$ cat src/hw/rtl/fra_pkg.sv
// shared types and constants for the font rom address calculator
package fra_pkg;

	localparam int unsigned ADDR_W  = 18;
	localparam int unsigned COUNT_W = 6;
	localparam int unsigned IDX_W   = 13;

	typedef struct packed {
		logic [2:0]  command;
		logic [15:0] char_code;
	} in_beat_t;

	typedef struct packed {
		logic [ADDR_W-1:0]  rom_address;
		logic [COUNT_W-1:0] byte_count;
		logic               found;
	} out_beat_t;

	localparam logic [2:0] FONT_ASCII_5X7   = 3'd0;
	localparam logic [2:0] FONT_ASCII_7X8   = 3'd1;
	localparam logic [2:0] FONT_ASCII_8X16  = 3'd2;
	localparam logic [2:0] FONT_ASCII_8X16B = 3'd3;
	localparam logic [2:0] FONT_ASCII_ARIAL = 3'd4;
	localparam logic [2:0] FONT_ASCII_T16   = 3'd5;
	localparam logic [2:0] FONT_GB2312      = 3'd6;
	localparam logic [2:0] FONT_GB_EXT      = 3'd7;

	localparam logic [ADDR_W-1:0] BASE_5X7   = 18'h3BFC0;
	localparam logic [ADDR_W-1:0] BASE_7X8   = 18'h066C0;
	localparam logic [ADDR_W-1:0] BASE_8X16  = 18'h3B7C0;
	localparam logic [ADDR_W-1:0] BASE_8X16B = 18'h3CF80;
	localparam logic [ADDR_W-1:0] BASE_ARIAL = 18'h3C2C2;
	localparam logic [ADDR_W-1:0] BASE_T16   = 18'h3D582;
	localparam logic [ADDR_W-1:0] BASE_GBEXT = 18'h3B7D0;

	localparam logic [7:0] ASCII_FIRST = 8'h20;
	localparam logic [7:0] ASCII_LAST  = 8'h7E;
	localparam logic [7:0] GB_LO_FIRST = 8'hA1;
	localparam logic [7:0] GB_LO_LAST  = 8'hFE;
	localparam logic [7:0] GB_SYM_FIRST = 8'hA1;
	localparam logic [7:0] GB_SYM_LAST  = 8'hA3;
	localparam logic [7:0] GB_ROW_A9    = 8'hA9;
	localparam logic [7:0] GB_HZ_FIRST  = 8'hB0;
	localparam logic [7:0] GB_HZ_LAST   = 8'hF7;
	localparam logic [7:0] EXT_ROW_A    = 8'hAA;
	localparam logic [7:0] EXT_ROW_B    = 8'hAB;
	localparam logic [7:0] EXT_B_LAST   = 8'hC0;

	localparam logic [IDX_W-1:0] GB_ROW_LEN  = 13'd94;
	localparam logic [IDX_W-1:0] GB_A9_BASE  = 13'd282;
	localparam logic [IDX_W-1:0] GB_HZ_BASE  = 13'd846;
	localparam logic [6:0]       EXT_B_SKIP  = 7'd95;

	localparam logic [COUNT_W-1:0] COUNT_8  = 6'd8;
	localparam logic [COUNT_W-1:0] COUNT_16 = 6'd16;
	localparam logic [COUNT_W-1:0] COUNT_32 = 6'd32;

endpackage

$ cat src/hw/rtl/fra_calc.sv
// glyph address, byte count and found flag from font select and code
module fra_calc (
	input  fra_pkg::in_beat_t  req,
	output fra_pkg::out_beat_t rsp
);

	logic [7:0]                   hi;
	logic [7:0]                   lo;
	logic [6:0]                   asc_idx;
	logic                         asc_hit;
	logic [17:0]                  asc_x8;
	logic [17:0]                  asc_x16;
	logic [17:0]                  asc_x34;
	logic [6:0]                   gb_lo_off;
	logic                         gb_lo_hit;
	logic [6:0]                   gb_row;
	logic [fra_pkg::IDX_W-1:0]    gb_base;
	logic                         gb_row_hit;
	logic [fra_pkg::IDX_W-1:0]    gb_idx;
	logic [6:0]                   ext_idx;
	logic                         ext_hit;

	assign hi = req.char_code[15:8];
	assign lo = req.char_code[7:0];

	assign asc_hit = (lo >= fra_pkg::ASCII_FIRST) && (lo <= fra_pkg::ASCII_LAST);
	assign asc_idx = 7'(lo - fra_pkg::ASCII_FIRST);
	assign asc_x8  = 18'({asc_idx, 3'b000});
	assign asc_x16 = 18'({asc_idx, 4'b0000});
	assign asc_x34 = 18'({asc_idx, 5'b00000}) + 18'({asc_idx, 1'b0});

	assign gb_lo_hit = (lo >= fra_pkg::GB_LO_FIRST) && (lo <= fra_pkg::GB_LO_LAST);
	assign gb_lo_off = 7'(lo - fra_pkg::GB_LO_FIRST);

	always_comb begin
		gb_row     = '0;
		gb_base    = '0;
		gb_row_hit = 1'b0;
		if (hi == fra_pkg::GB_ROW_A9) begin
			gb_base    = fra_pkg::GB_A9_BASE;
			gb_row_hit = 1'b1;
		end else if (hi >= fra_pkg::GB_SYM_FIRST && hi <= fra_pkg::GB_SYM_LAST) begin
			gb_row     = 7'(hi - fra_pkg::GB_SYM_FIRST);
			gb_row_hit = 1'b1;
		end else if (hi >= fra_pkg::GB_HZ_FIRST && hi <= fra_pkg::GB_HZ_LAST) begin
			gb_row     = 7'(hi - fra_pkg::GB_HZ_FIRST);
			gb_base    = fra_pkg::GB_HZ_BASE;
			gb_row_hit = 1'b1;
		end
	end

	assign gb_idx = 13'(gb_row) * fra_pkg::GB_ROW_LEN + 13'(gb_lo_off) + gb_base;

	always_comb begin
		ext_hit = 1'b0;
		ext_idx = '0;
		if (hi == fra_pkg::EXT_ROW_A && gb_lo_hit) begin
			ext_hit = 1'b1;
			ext_idx = gb_lo_off;
		end else if (hi == fra_pkg::EXT_ROW_B && lo >= fra_pkg::GB_LO_FIRST
				&& lo <= fra_pkg::EXT_B_LAST) begin
			ext_hit = 1'b1;
			ext_idx = gb_lo_off + fra_pkg::EXT_B_SKIP;
		end
	end

	always_comb begin
		rsp = '0;
		case (req.command)
			fra_pkg::FONT_ASCII_5X7: begin
				rsp.rom_address = asc_x8 + fra_pkg::BASE_5X7;
				rsp.byte_count  = fra_pkg::COUNT_8;
				rsp.found       = asc_hit;
			end
			fra_pkg::FONT_ASCII_7X8: begin
				rsp.rom_address = asc_x8 + fra_pkg::BASE_7X8;
				rsp.byte_count  = fra_pkg::COUNT_8;
				rsp.found       = asc_hit;
			end
			fra_pkg::FONT_ASCII_8X16: begin
				rsp.rom_address = asc_x16 + fra_pkg::BASE_8X16;
				rsp.byte_count  = fra_pkg::COUNT_16;
				rsp.found       = asc_hit;
			end
			fra_pkg::FONT_ASCII_8X16B: begin
				rsp.rom_address = asc_x16 + fra_pkg::BASE_8X16B;
				rsp.byte_count  = fra_pkg::COUNT_16;
				rsp.found       = asc_hit;
			end
			fra_pkg::FONT_ASCII_ARIAL: begin
				rsp.rom_address = asc_x34 + fra_pkg::BASE_ARIAL;
				rsp.byte_count  = fra_pkg::COUNT_32;
				rsp.found       = asc_hit;
			end
			fra_pkg::FONT_ASCII_T16: begin
				rsp.rom_address = asc_x34 + fra_pkg::BASE_T16;
				rsp.byte_count  = fra_pkg::COUNT_32;
				rsp.found       = asc_hit;
			end
			fra_pkg::FONT_GB2312: begin
				rsp.rom_address = 18'({gb_idx, 5'b00000});
				rsp.byte_count  = fra_pkg::COUNT_32;
				rsp.found       = gb_lo_hit && gb_row_hit;
			end
			fra_pkg::FONT_GB_EXT: begin
				rsp.rom_address = 18'({ext_idx, 4'b0000}) + fra_pkg::BASE_GBEXT;
				rsp.byte_count  = fra_pkg::COUNT_16;
				rsp.found       = ext_hit;
			end
			default: begin
				rsp = '0;
			end
		endcase
		if (!rsp.found) begin
			rsp = '0;
		end
	end

endmodule

$ cat src/hw/rtl/font_rom_address_calc_unit.sv
// font rom address calculator top level: input register, lookup, result register
// an accepted beat is held in the input register, then its lookup result is held in the result register
// throughput: one beat per cycle while out_ready stays high; in_ready follows out_ready through the two stages
// the input and result registers each hold one beat, so one more input beat is
// taken while a finished result waits
// reset: arst_n clears both stage valid flags; payload registers are not reset
module font_rom_address_calc_unit (
	input  logic               clk,
	input  logic               arst_n,
	input  logic               in_valid,
	output logic               in_ready,
	input  fra_pkg::in_beat_t  in_data,
	output logic               out_valid,
	input  logic               out_ready,
	output fra_pkg::out_beat_t out_data
);

	logic               valid_s1;
	fra_pkg::in_beat_t  req_s1;
	logic               valid_s2;
	fra_pkg::out_beat_t rsp_s2;
	fra_pkg::out_beat_t rsp_comb;
	logic               load_s2;
	logic               load_s1;

	assign load_s2  = valid_s1 && (!valid_s2 || out_ready);
	assign in_ready = !valid_s1 || load_s2;
	assign load_s1  = in_valid && in_ready;

	fra_calc u_calc (
		.req (req_s1),
		.rsp (rsp_comb)
	);

	always_ff @(posedge clk or negedge arst_n) begin
		if (!arst_n) begin
			valid_s1 <= 1'b0;
			valid_s2 <= 1'b0;
		end else begin
			if (in_ready) begin
				valid_s1 <= in_valid;
			end
			if (!valid_s2 || out_ready) begin
				valid_s2 <= valid_s1;
			end
		end
	end

	always_ff @(posedge clk) begin
		if (load_s1) begin
			req_s1 <= in_data;
		end
		if (load_s2) begin
			rsp_s2 <= rsp_comb;
		end
	end

	assign out_valid = valid_s2;
	assign out_data  = rsp_s2;

	a_miss_zero: assert property (@(posedge clk) disable iff (!arst_n)
		valid_s2 && !rsp_s2.found |-> rsp_s2.rom_address == '0 && rsp_s2.byte_count == '0)
		else $error("miss beat carries nonzero address or count");

	a_hit_count: assert property (@(posedge clk) disable iff (!arst_n)
		valid_s2 && rsp_s2.found |-> rsp_s2.byte_count == fra_pkg::COUNT_8
			|| rsp_s2.byte_count == fra_pkg::COUNT_16 || rsp_s2.byte_count == fra_pkg::COUNT_32)
		else $error("hit beat has bad byte count");

	a_s1_fill: assert property (@(posedge clk) disable iff (!arst_n)
		in_valid && in_ready |=> valid_s1)
		else $error("accepted beat not held in stage one");

	a_s2_fill: assert property (@(posedge clk) disable iff (!arst_n)
		load_s2 |=> valid_s2)
		else $error("stage one beat lost on the way to stage two");

	a_no_drop: assert property (@(posedge clk) disable iff (!arst_n)
		valid_s1 && !load_s2 |=> valid_s1 && $stable(req_s1))
		else $error("stalled stage one beat changed");

endmodule
$ cat config.mk
export PLATFORM = sky130hd
export DESIGN_NAME = font_rom_address_calc_unit
export DESIGN_NICKNAME = d
export VERILOG_FILES = /design/src/hw/rtl/fra_pkg.sv /design/src/hw/rtl/fra_calc.sv /design/src/hw/rtl/font_rom_address_calc_unit.sv
export SDC_FILE = /design/constraint.sdc
export NUM_CORES = 1
export LEC_CHECK = 0
export BUFFER_PORTS_ARGS = -buffer_cell sky130_fd_sc_hd__clkbuf_2
export CORE_MARGIN = 4
export CORE_UTILIZATION = 33
export CTS_CLUSTER_DIAMETER = 30
export DETAILED_ROUTE_END_ITERATION = 10
export SYNTH_ARGS = -nofsm -noshare
export SYNTH_HDL_FRONTEND = slang
export SYNTH_HIERARCHICAL = 1
export SYNTH_SLANG_ARGS = --single-unit
$ cat constraint.sdc
create_clock -name clk -period 10.2 [get_ports clk]
set_input_delay 0.51 -clock clk [delete_from_list [all_inputs] [get_ports clk]]
set_output_delay 0.51 -clock clk [all_outputs]
set_load 0.005 [all_outputs]
Yosys cells after proc, flatten, opt, wreduce, memory -nomap -nowiden
Index checks and enable logic that the tools add are counted.
- bits in registers: 46
- output and inout port bits: 27
- word-level logic and storage cells: 72
- add/subtract/negate cells: 15
- multipliers: 1
- $lt $le $gt $ge: 9
- equal/unequal tests: 10
- mux-type cells: 15
- reduce and logical (&&, ||, !) cells: 15
- operators by type and width (operator ; count):
    $pmux W25 S8 ; 1
    $add A18 B18 Y18 const B ; 2
    $mux W7 ; 5
    $add A12 B16 Y17 const B ; 2
    $le A8 B8 Y1 const B ; 4
    $sub A7 B6 Y7 const B ; 4
    $mux W13 ; 2
    $eq A8 B8 Y1 const B ; 3
    $ge A8 B8 Y1 const B ; 3
    $add A11 B16 Y17 const B ; 1
    $add A10 B15 Y16 const B ; 1
    $add A12 B15 Y16 const B ; 1
    $add A12 B8 Y13 ; 1
    $add A13 B13 Y13 ; 1
    $add A13 B7 Y13 ; 1
    $eq A3 B3 Y1 const B ; 4
    $mul A7 B6 Y12 const B ; 1
    $logic_and A1 B1 Y1 ; 10
    $mux W10 ; 1
    $ge A8 B6 Y1 const B ; 1
    $le A8 B7 Y1 const B ; 1
    $add A7 B7 Y7 const B ; 1
    $eq A3 B2 Y1 const B ; 2
    $mux W1 ; 6
    4 further kinds ; 6

Depth between registers and ports, before layout
Gate-level depths: netlist of run 1.
- depth in word-level cells: 10
- mapped depth: 26
- depth with buffers taken out: 25

Cells and area by module
Netlist of run 1, hierarchy kept.
- by module, submodules not included (module ; times used ; cells an instance ; area each (um^2) ; seq. area each (um^2)):
    fra_calc ; 1 ; 502 ; 3791.1 ; 0.0
    font_rom_address_calc_unit ; 1 ; 52 ; 1425.1 ; 1371.3

Worst setup path after synthesis of run 1
No wires, ideal clock.
- path type: register to register
- start: reg req_s1[13] (netlist bit)
- end: reg rsp_s2 (netlist bit out_data[24]), data pin
- arrival time: 5.637 ns
- required time: 9.928 ns
- setup slack: 4.291 ns
- stages on the path, launching flop included: 22
- path buffers: 0
- period minus slack after synthesis: 5.909 ns
- cell sequence: edfxtp_1 ha_1 o21ai_0 nor2_1 nor3b_1 mux2_2 nor2_1 fa_1 ha_1 fa_1 inv_1 fa_1 xnor2_1 fa_1 ha_1 inv_1 o21ai_0 a21oi_1 nand4b_1 a21oi_1 xnor2_1 a21oi_1
- longest elaborated chain between the ends: 9
- elaborated cells between the ends (all ways): 33
- those cells by class: add/sub (5); mul (1); order compare (4); eq/ne (3); mux (14); reduce/logical (6)
- ends and longest elaborated chain (element ; line ; source):
    from (decl) ; font_rom_address_calc_unit.sv:19 ; fra_pkg::in_beat_t req_s1;
    from (signal assigned) ; font_rom_address_calc_unit.sv:51 ; req_s1 <= in_data;
    $ge A8 B8 Y1 or $le A8 B8 Y1 (tied branches) ; fra_calc.sv:45 ; end else if (hi >= fra_pkg::GB_HZ_FIRST && hi <= fra_pkg::GB_HZ_LAST) begin
    $logic_and A1 B1 Y1 ; fra_calc.sv:45 ;
    $mux W7 ; fra_calc.sv:45 ;
    $mux W7 ; fra_calc.sv:42 ; end else if (hi >= fra_pkg::GB_SYM_FIRST && hi <= fra_pkg::GB_SYM_LAST) begin
    $mux W7 ; fra_calc.sv:39 ; if (hi == fra_pkg::GB_ROW_A9) begin
    $mul A7 B6 Y12 ; fra_calc.sv:52 ; assign gb_idx = 13'(gb_row) * fra_pkg::GB_ROW_LEN + 13'(gb_lo_off) + gb_base;
    $add A13 B7 Y13 ; fra_calc.sv:52 ;
    $add A13 B13 Y13 ; fra_calc.sv:52 ;
    $pmux W25 S8 (*) ; fra_calc.sv:69 ; case (req.command)
    to (signal assigned) ; font_rom_address_calc_unit.sv:54 ; rsp_s2 <= rsp_comb;
    to (decl) ; font_rom_address_calc_unit.sv:21 ; fra_pkg::out_beat_t rsp_s2;
Every way passes the cells marked *; elsewhere a longest branch is shown, timed or not. The select of a mux whose other input is x is not followed.
A chain may end at the register's enable or synchronous reset.

Final worst setup path of run 1
- start: reg req_s1[12] (netlist bit)
- end: reg rsp_s2 (netlist bit out_data[24]), data pin
The elaborated chain is that of the path after synthesis.

==> impl_metrics.json, run 1 <==
{
  "finalSetupTns_ps": 0,
  "r2r-start": "req_s1[12]",
  "path_class": "reg -> reg",
  "yosys_warnings": 6,
  "rows": 45,
  "synth_top_cell_by_area": "edfxtp_1",
  "grt_pass1_vias": 4137,
  "slew_headroom_pct": 27.3,
  "postCtsSetupBuffers": 0,
  "drt_iter0_drc": 262,
  "ys_types": 77,
  "crit_path_start_kind": "register",
  "grt_max_degree": 33,
  "crit_required_ps": 10220,
  "min_from": "in_data[5]",
  "finalSetupViolations": 0,
  "fin_skew_ps": 4.08,
  "dieArea_mm2": 0.0179,
  "p_leak_nw": 2.59,
  "vias_per_cell": 5.06,
  "gp_congestion": 0.879,
  "die_w_um": 134,
  "drive_gt1_share_pct": 13.8,
  "synth_area_leaders": "edfxtp_1, ha_1, fa_1, xnor2_1, inv_1",
  "dp_slack_ps": 3630,
  "tightest_slew_ps": 1090,
  "path_clk_slew_ps": 60,
  "syn_avg_cell_area_um2": 9.42,
  "outcome": "finished, final reports clean",
  "min_path_cells": 1,
  "num_io_pins": 50,
  "fin_ws_ps": 3700,
  "antenna_found_initial": 0,
  "cp-end-kind": "register",
  "synth_top_area_share_pct": 25.3,
  "hold_viol_final": 0,
  "async_reset_ff_share_pct": 4.35,
  "firstDrtPassIters": 7,
  "worstRegToRegCells": 21,
  "r2r_setup_slack_ps": 3700,
  "worstPathArrival_ps": 6520,
  "core_mm2": 0.0154,
  "start_util_pct": 33.9,
  "grt_pass1_wl_um": 20900,
  "clockBufferDepth": 2,
  "h-tree-depth": 2,
  "synth_edf_count": 44,
  "r2r-end": "out_data[24]",
  "clock_latency_ps": 290,
  "drc": 0,
  "timing.fmax_mhz": 154,
  "irDropWorstVdd_mv": 0.0656,
  "ctsResizeCount": 0,
  "holdPathEnd": "req_s1[5]",
  "hp-class": "in -> reg",
  "synthCells": 554,
  "maxCapViolCount": 0,
  "period_needed_ps": 6500,
  "grt.overflow.total": 0,
  "synth-seq-cells": 46,
  "routedWlPerCell_um": 15.5,
  "slew_viol_final": 0,
  "clock_sinks": 46,
  "nets": 706,
  "ant_nets": 0,
  "area_growth_pct": 11.5,
  "hpwl_um": 10100,
  "synth_ff_type": "edfxtp_1",
  "cts_hold_buf": 1,
  "cts_tree": "built",
  "diodes": 0,
  "synth-seq-area-share_pct": 26.3,
  "syn_area_mm2": 0.00522,
  "die_y_um": 134,
  "clockRootBuffer": "clkbuf_16",
  "wl_um": 12500,
  "p_per_area_mw_per_mm2": 129,
  "port_buffers": 49,
  "post-route-period-util_pct": 63.7,
  "rsz0062_at_grt": "no",
  "worstPathMaxFanout": 7,
  "vias": 4080,
  "cts-buffers-inserted": 5,
  "grtUsageTotal_pct": 14.3
}
-- layer usage --
layer  global-route usage (%)  part of all wire, %  up-vias
li1                         -                    -     2045
met1                     21.0                   49     1898
met2                     21.6                   44      115
met3                     2.38                  4.9       22
met4                     4.29                  2.1        0
met5                        0                    0        -
-- Yosys cell counts, drive strengths merged (4+ instances only) --
library cell,instances
ha,68
inv,62
edfxtp,44
nand2,37
a21oi,35
nor2,31
o21ai,30
xnor2,30
fa,21
xor2,15
nor3,14
buf,12
clkbuf,12
a211oi,11
nor2b,10
a21o,9
and2,9
nand3,9
nand2b,8
a221oi,5
a22oi,4
a31oi,4
nand4,4
nand4b,4
nor4,4
o221ai,4
o22ai,4
-- registers in the layout, summed over array words and instances (netlist names) --
signal / count
valid_s1: 1
out_valid: 1
req_s1: 19
out_data: 25
-- per-stage QoR --
stage	hold WS [ps]	instances	total power, W	util [%]	area [um^2]
floorplan	214	557	0.000485	-	5230
detailed placement	298	797	0.000563	36.7	5630
global route	378	806	0.000813	37.8	5820
finish	385	806	0.000749	37.8	5820
global placement	295	797	0.000556	36.7	5630
CTS	378	806	0.000757	37.8	5820
-- area by class of cell --
cell class / instances / area (um^2)
Sequential cell: 46 / 1370
Timing Repair Buffer: 54 / 285
Inverter: 62 / 233
Clock inverter: 1 / 30.0
Clock buffer: 7 / 143
Multi-Input combinational cell: 425 / 3490
Tap cell: 211 / 264
Fill cell: 1552 / 9550
-- critical path, stage by stage (launching register included) --
cell and delay, ps:
edfxtp_1 420, ha_1 240, o21ai_0 330, nor2_1 100, nor3b_1 590, mux2_2 420
nor2_1 360, fa_1 520, ha_1 220, fa_1 530, inv_1 70, fa_1 460
xnor2_1 200, fa_1 440, ha_1 350, inv_1 60, o21ai_0 160, a21oi_1 130
nand4b_1 200, a21oi_1 180, xnor2_1 140, a21oi_1 80
-- kinds of logic (layout without fill, tap and decap cells) --
| group | Yosys count | count (layout) | share of synthesized area [%] |
|---|---|---|---|
| buf+inv | 86 | 124 | 7.00 |
| simple gates | 153 | 153 | 16.2 |
| fa+ha+maj | 89 | 89 | 24.4 |
| xor+xnor | 45 | 45 | 8.06 |
| compound gates | 129 | 129 | 16.9 |
| mux | 5 | 5 | 1.03 |
| flops | 46 | 46 | 26.3 |
| other cells | 1 | 4 | 0.0719 |
-- worst max-delay path by stage --
| stage | start | end | slack (ps) | cells past startpoint |
|---|---|---|---|---|
| 6_report | req_s1[12] | out_data[24] | 3700 | 21 |
| 5_1_grt | req_s1[12] | out_data[24] | 3160 | 21 |
| 4_1_cts | req_s1[12] | out_data[22] | 3670 | 21 |
| 3_5_place_dp | req_s1[12] | out_data[22] | 3630 | 21 |
| 3_3_place_gp | req_s1[12] | out_data[22] | 3930 | 21 |
| 2_1_floorplan | req_s1[13] | out_data[24] | 4290 | 21 |
-- report_power, final --
| part | leakage, nW | switching [W] | total (W) | internal, W |
|---|---|---|---|---|
| clock | 0.0841 | 0.0000671 | 0.000189 | 0.000122 |
| sequential | 0.452 | 0.0000127 | 0.000239 | 0.000226 |
| combinational | 2.05 | 0.000185 | 0.000320 | 0.000135 |
| total | 2.59 | 0.000265 | 0.000749 | 0.000484 |
-- layout by cell type (no fill, tap or decap), types with 3 or more instances in the layout --
cell       count
nor2_1        31
nand4_1        4
a21oi_1       34
a22oi_1        3
clkbuf_2      49
nor3_1        14
o221ai_1       4
ha_1          68
nand4b_1       4
edfxtp_1      44
inv_1         61
nand3_1        9
o21ai_1        4
xnor2_1       28
nor2b_1       10
fa_1          21
nand2b_1       8
and3_1         3
nand2_1       37
o21ai_0       26
clkbuf_16      5
nor4_1         4
conb_1         4
a21o_1         9
buf_4          4
xor2_1        15
a211oi_1      10
and2_1         8
a221oi_1       4
o22ai_1        4
a31oi_1        4
Note: power is estimated with default switching activity, not from simulation.
==> run 2: changes to the inputs <==
Clock period 10.2 ns to 5.62 ns, I/O delays scaled along.
==> run 2 against run 1 <==
Power up 98%. Critical path depth grew 5. Clock power increased by 50%. Via count rose by 6.6%. Critical path type unchanged.
==> impl_metrics.json, run 2 (synthesis gave the netlist of run 1 again) <==
{
  "outcome": "finished, final reports clean",
  "timing.fmax_mhz": 181,
  "final_common_cell": "ha_1",
  "postPlaceCellArea_mm2": 0.00598,
  "pwr-share-seq_pct": 29.1,
  "layout_common_cells": "ha_1, inv_1, buf_4",
  "p_int_w": 0.000936,
  "drive_gt1_share_pct": 27.8,
  "grt_pass1_vias": 4285,
  "hold_viol_final": 0,
  "nets": 758,
  "slew_viol_final": 0,
  "clockBufferDepth": 2,
  "worstPathMaxFanout": 4,
  "p_leak_nw": 2.86,
  "irDropWorstVdd_mv": 0.0963,
  "antenna_found_initial": 0,
  "fillCellCount": 1501,
  "comb_power_share_pct": 51.7,
  "cp_slowest_cell": "fa_1",
  "die_w_um": 134,
  "clockRootBuffer": "clkbuf_16",
  "finalSetupViolations": 0,
  "sw_frac_of_total_pct": 36.7,
  "post-route-period-util_pct": 98.3,
  "largest_reg_flops": 25,
  "p_per_area_mw_per_mm2": 228,
  "hp-class": "in -> reg",
  "vias_per_cell": 5.07,
  "die_y_um": 134,
  "path_clk_slew_ps": 60,
  "drc": 0,
  "crit_required_ps": 5640,
  "cts-buffers-inserted": 5,
  "vias": 4349,
  "fin_skew_ps": 5.70,
  "p_sw_w": 0.000543,
  "h-tree-depth": 2,
  "maxCapViolCount": 0,
  "cts_tree": "built",
  "path_common_cell": "buf_4",
  "clock_sinks": 46,
  "slew_headroom_pct": 25.0,
  "p_total_w": 0.00148,
  "clock_latency_ps": 290,
  "crit_buf_inv": 7,
  "area_growth_pct": 24.4,
  "cp-end-kind": "register",
  "cpPeakStageDelay_ps": 540,
  "period_needed_ps": 5530,
  "gp_congestion": 0.863,
  "core_mm2": 0.0154,
  "grtUsageTotal_pct": 14.7,
  "rows": 45,
  "grt.overflow.total": 0,
  "critPathTopFamily": "adder cells",
  "start_util_pct": 33.9,
  "firstDrtPassIters": 7,
  "stdcell_area_mm2": 0.00649,
  "crit_path_start_kind": "register",
  "hpwl_um": 10400,
  "num_io_pins": 50,
  "routedWlPerCell_um": 15.2,
  "dieArea_mm2": 0.0179,
  "rsz0062_at_grt": "yes",
  "tightest_slew_ps": 1120,
  "path_class": "reg -> reg",
  "grt_pass1_wl_um": 21500,
  "port_buffers": 49,
  "worstPathArrival_ps": 5550,
  "ant_nets": 0,
  "diodes": 0,
  "wl_um": 13000,
  "grt_max_degree": 32,
  "drt_iter0_drc": 268,
  "p_clk_share_pct": 19.1
}
run 2: changes by cell type in the layout (fill, tap and decap cells not counted), moves of 7 or more:
cell     before  now
buf_4         4   53
ha_4          0   10
a21oi_2       1    8
a21oi_1      34   26
ha_1         68   57
run 2: final timing paths:
check                      slack, ps  depth (start not counted)  startpoint      endpoint
max reg2reg                       90                         26  req_s1[12]  out_data[24]
min                              160                          1  in_data[2]     req_s1[2]
min reg2reg                      560                          1    valid_s1     out_valid
min in group asynchronous        310                          2      arst_n     out_valid
max                               90                         26  req_s1[12]  out_data[24]
max in group asynchronous       5210                          2      arst_n      valid_s1
run 2: through the flow:
stage	setup TNS, ps	std cells	setup slack (ps)	util (%)	hold slack, ps
after global placement	-146	841	-65.8	38.9	65.5
after CTS	-11.8	854	-11.8	40.6	147
after detailed placement	-1160	841	-269	38.9	71.5
after global routing	-533	858	-182	42.2	148
after floorplan	0	557	15.5	-	-14.6
final	0	858	93.6	42.2	158
run 2: final cells by class:
| cell class | count | area (um^2) | area share [%] |
|---|---|---|---|
| clock inverter | 2 | 8.76 | 0.135 |
| tap | 211 | 264 | 4.07 |
| sequential | 46 | 1370 | 21.1 |
| inverter | 62 | 233 | 3.59 |
| clock buffer | 6 | 129 | 1.99 |
| multi-input combinational | 425 | 3800 | 58.5 |
| timing repair buffer | 106 | 687 | 10.6 |
run 2: power by group through the flow:
stage          sequential, W  combinational, W  clock (W)
2_1_floorplan       0.000432          0.000449          0
3_3_place_gp        0.000436          0.000629          0
3_5_place_dp        0.000438          0.000647          0
4_1_cts             0.000431          0.000686   0.000296
5_1_grt             0.000434          0.000846   0.000307
6_report            0.000431          0.000765   0.000283
run 2: what timing repair did:
action / in CTS / in global routing
buffers inserted: 4 / 4
setup endpoints to repair: 7 / 7
gates resized for setup: 17 / 42
pin swaps: 18 / 40
hold endpoints to repair: 2 / 0
hold buffers: 1 / 0
run 2: per-layer routing:
layer,vias to the layer above,global-route usage (%),share of wire [%]
li1,2153,-,-
met1,2059,21.1,48
met2,123,23.1,45
met3,14,2.38,5.3
met4,0,3.83,1.5
met5,-,0,0
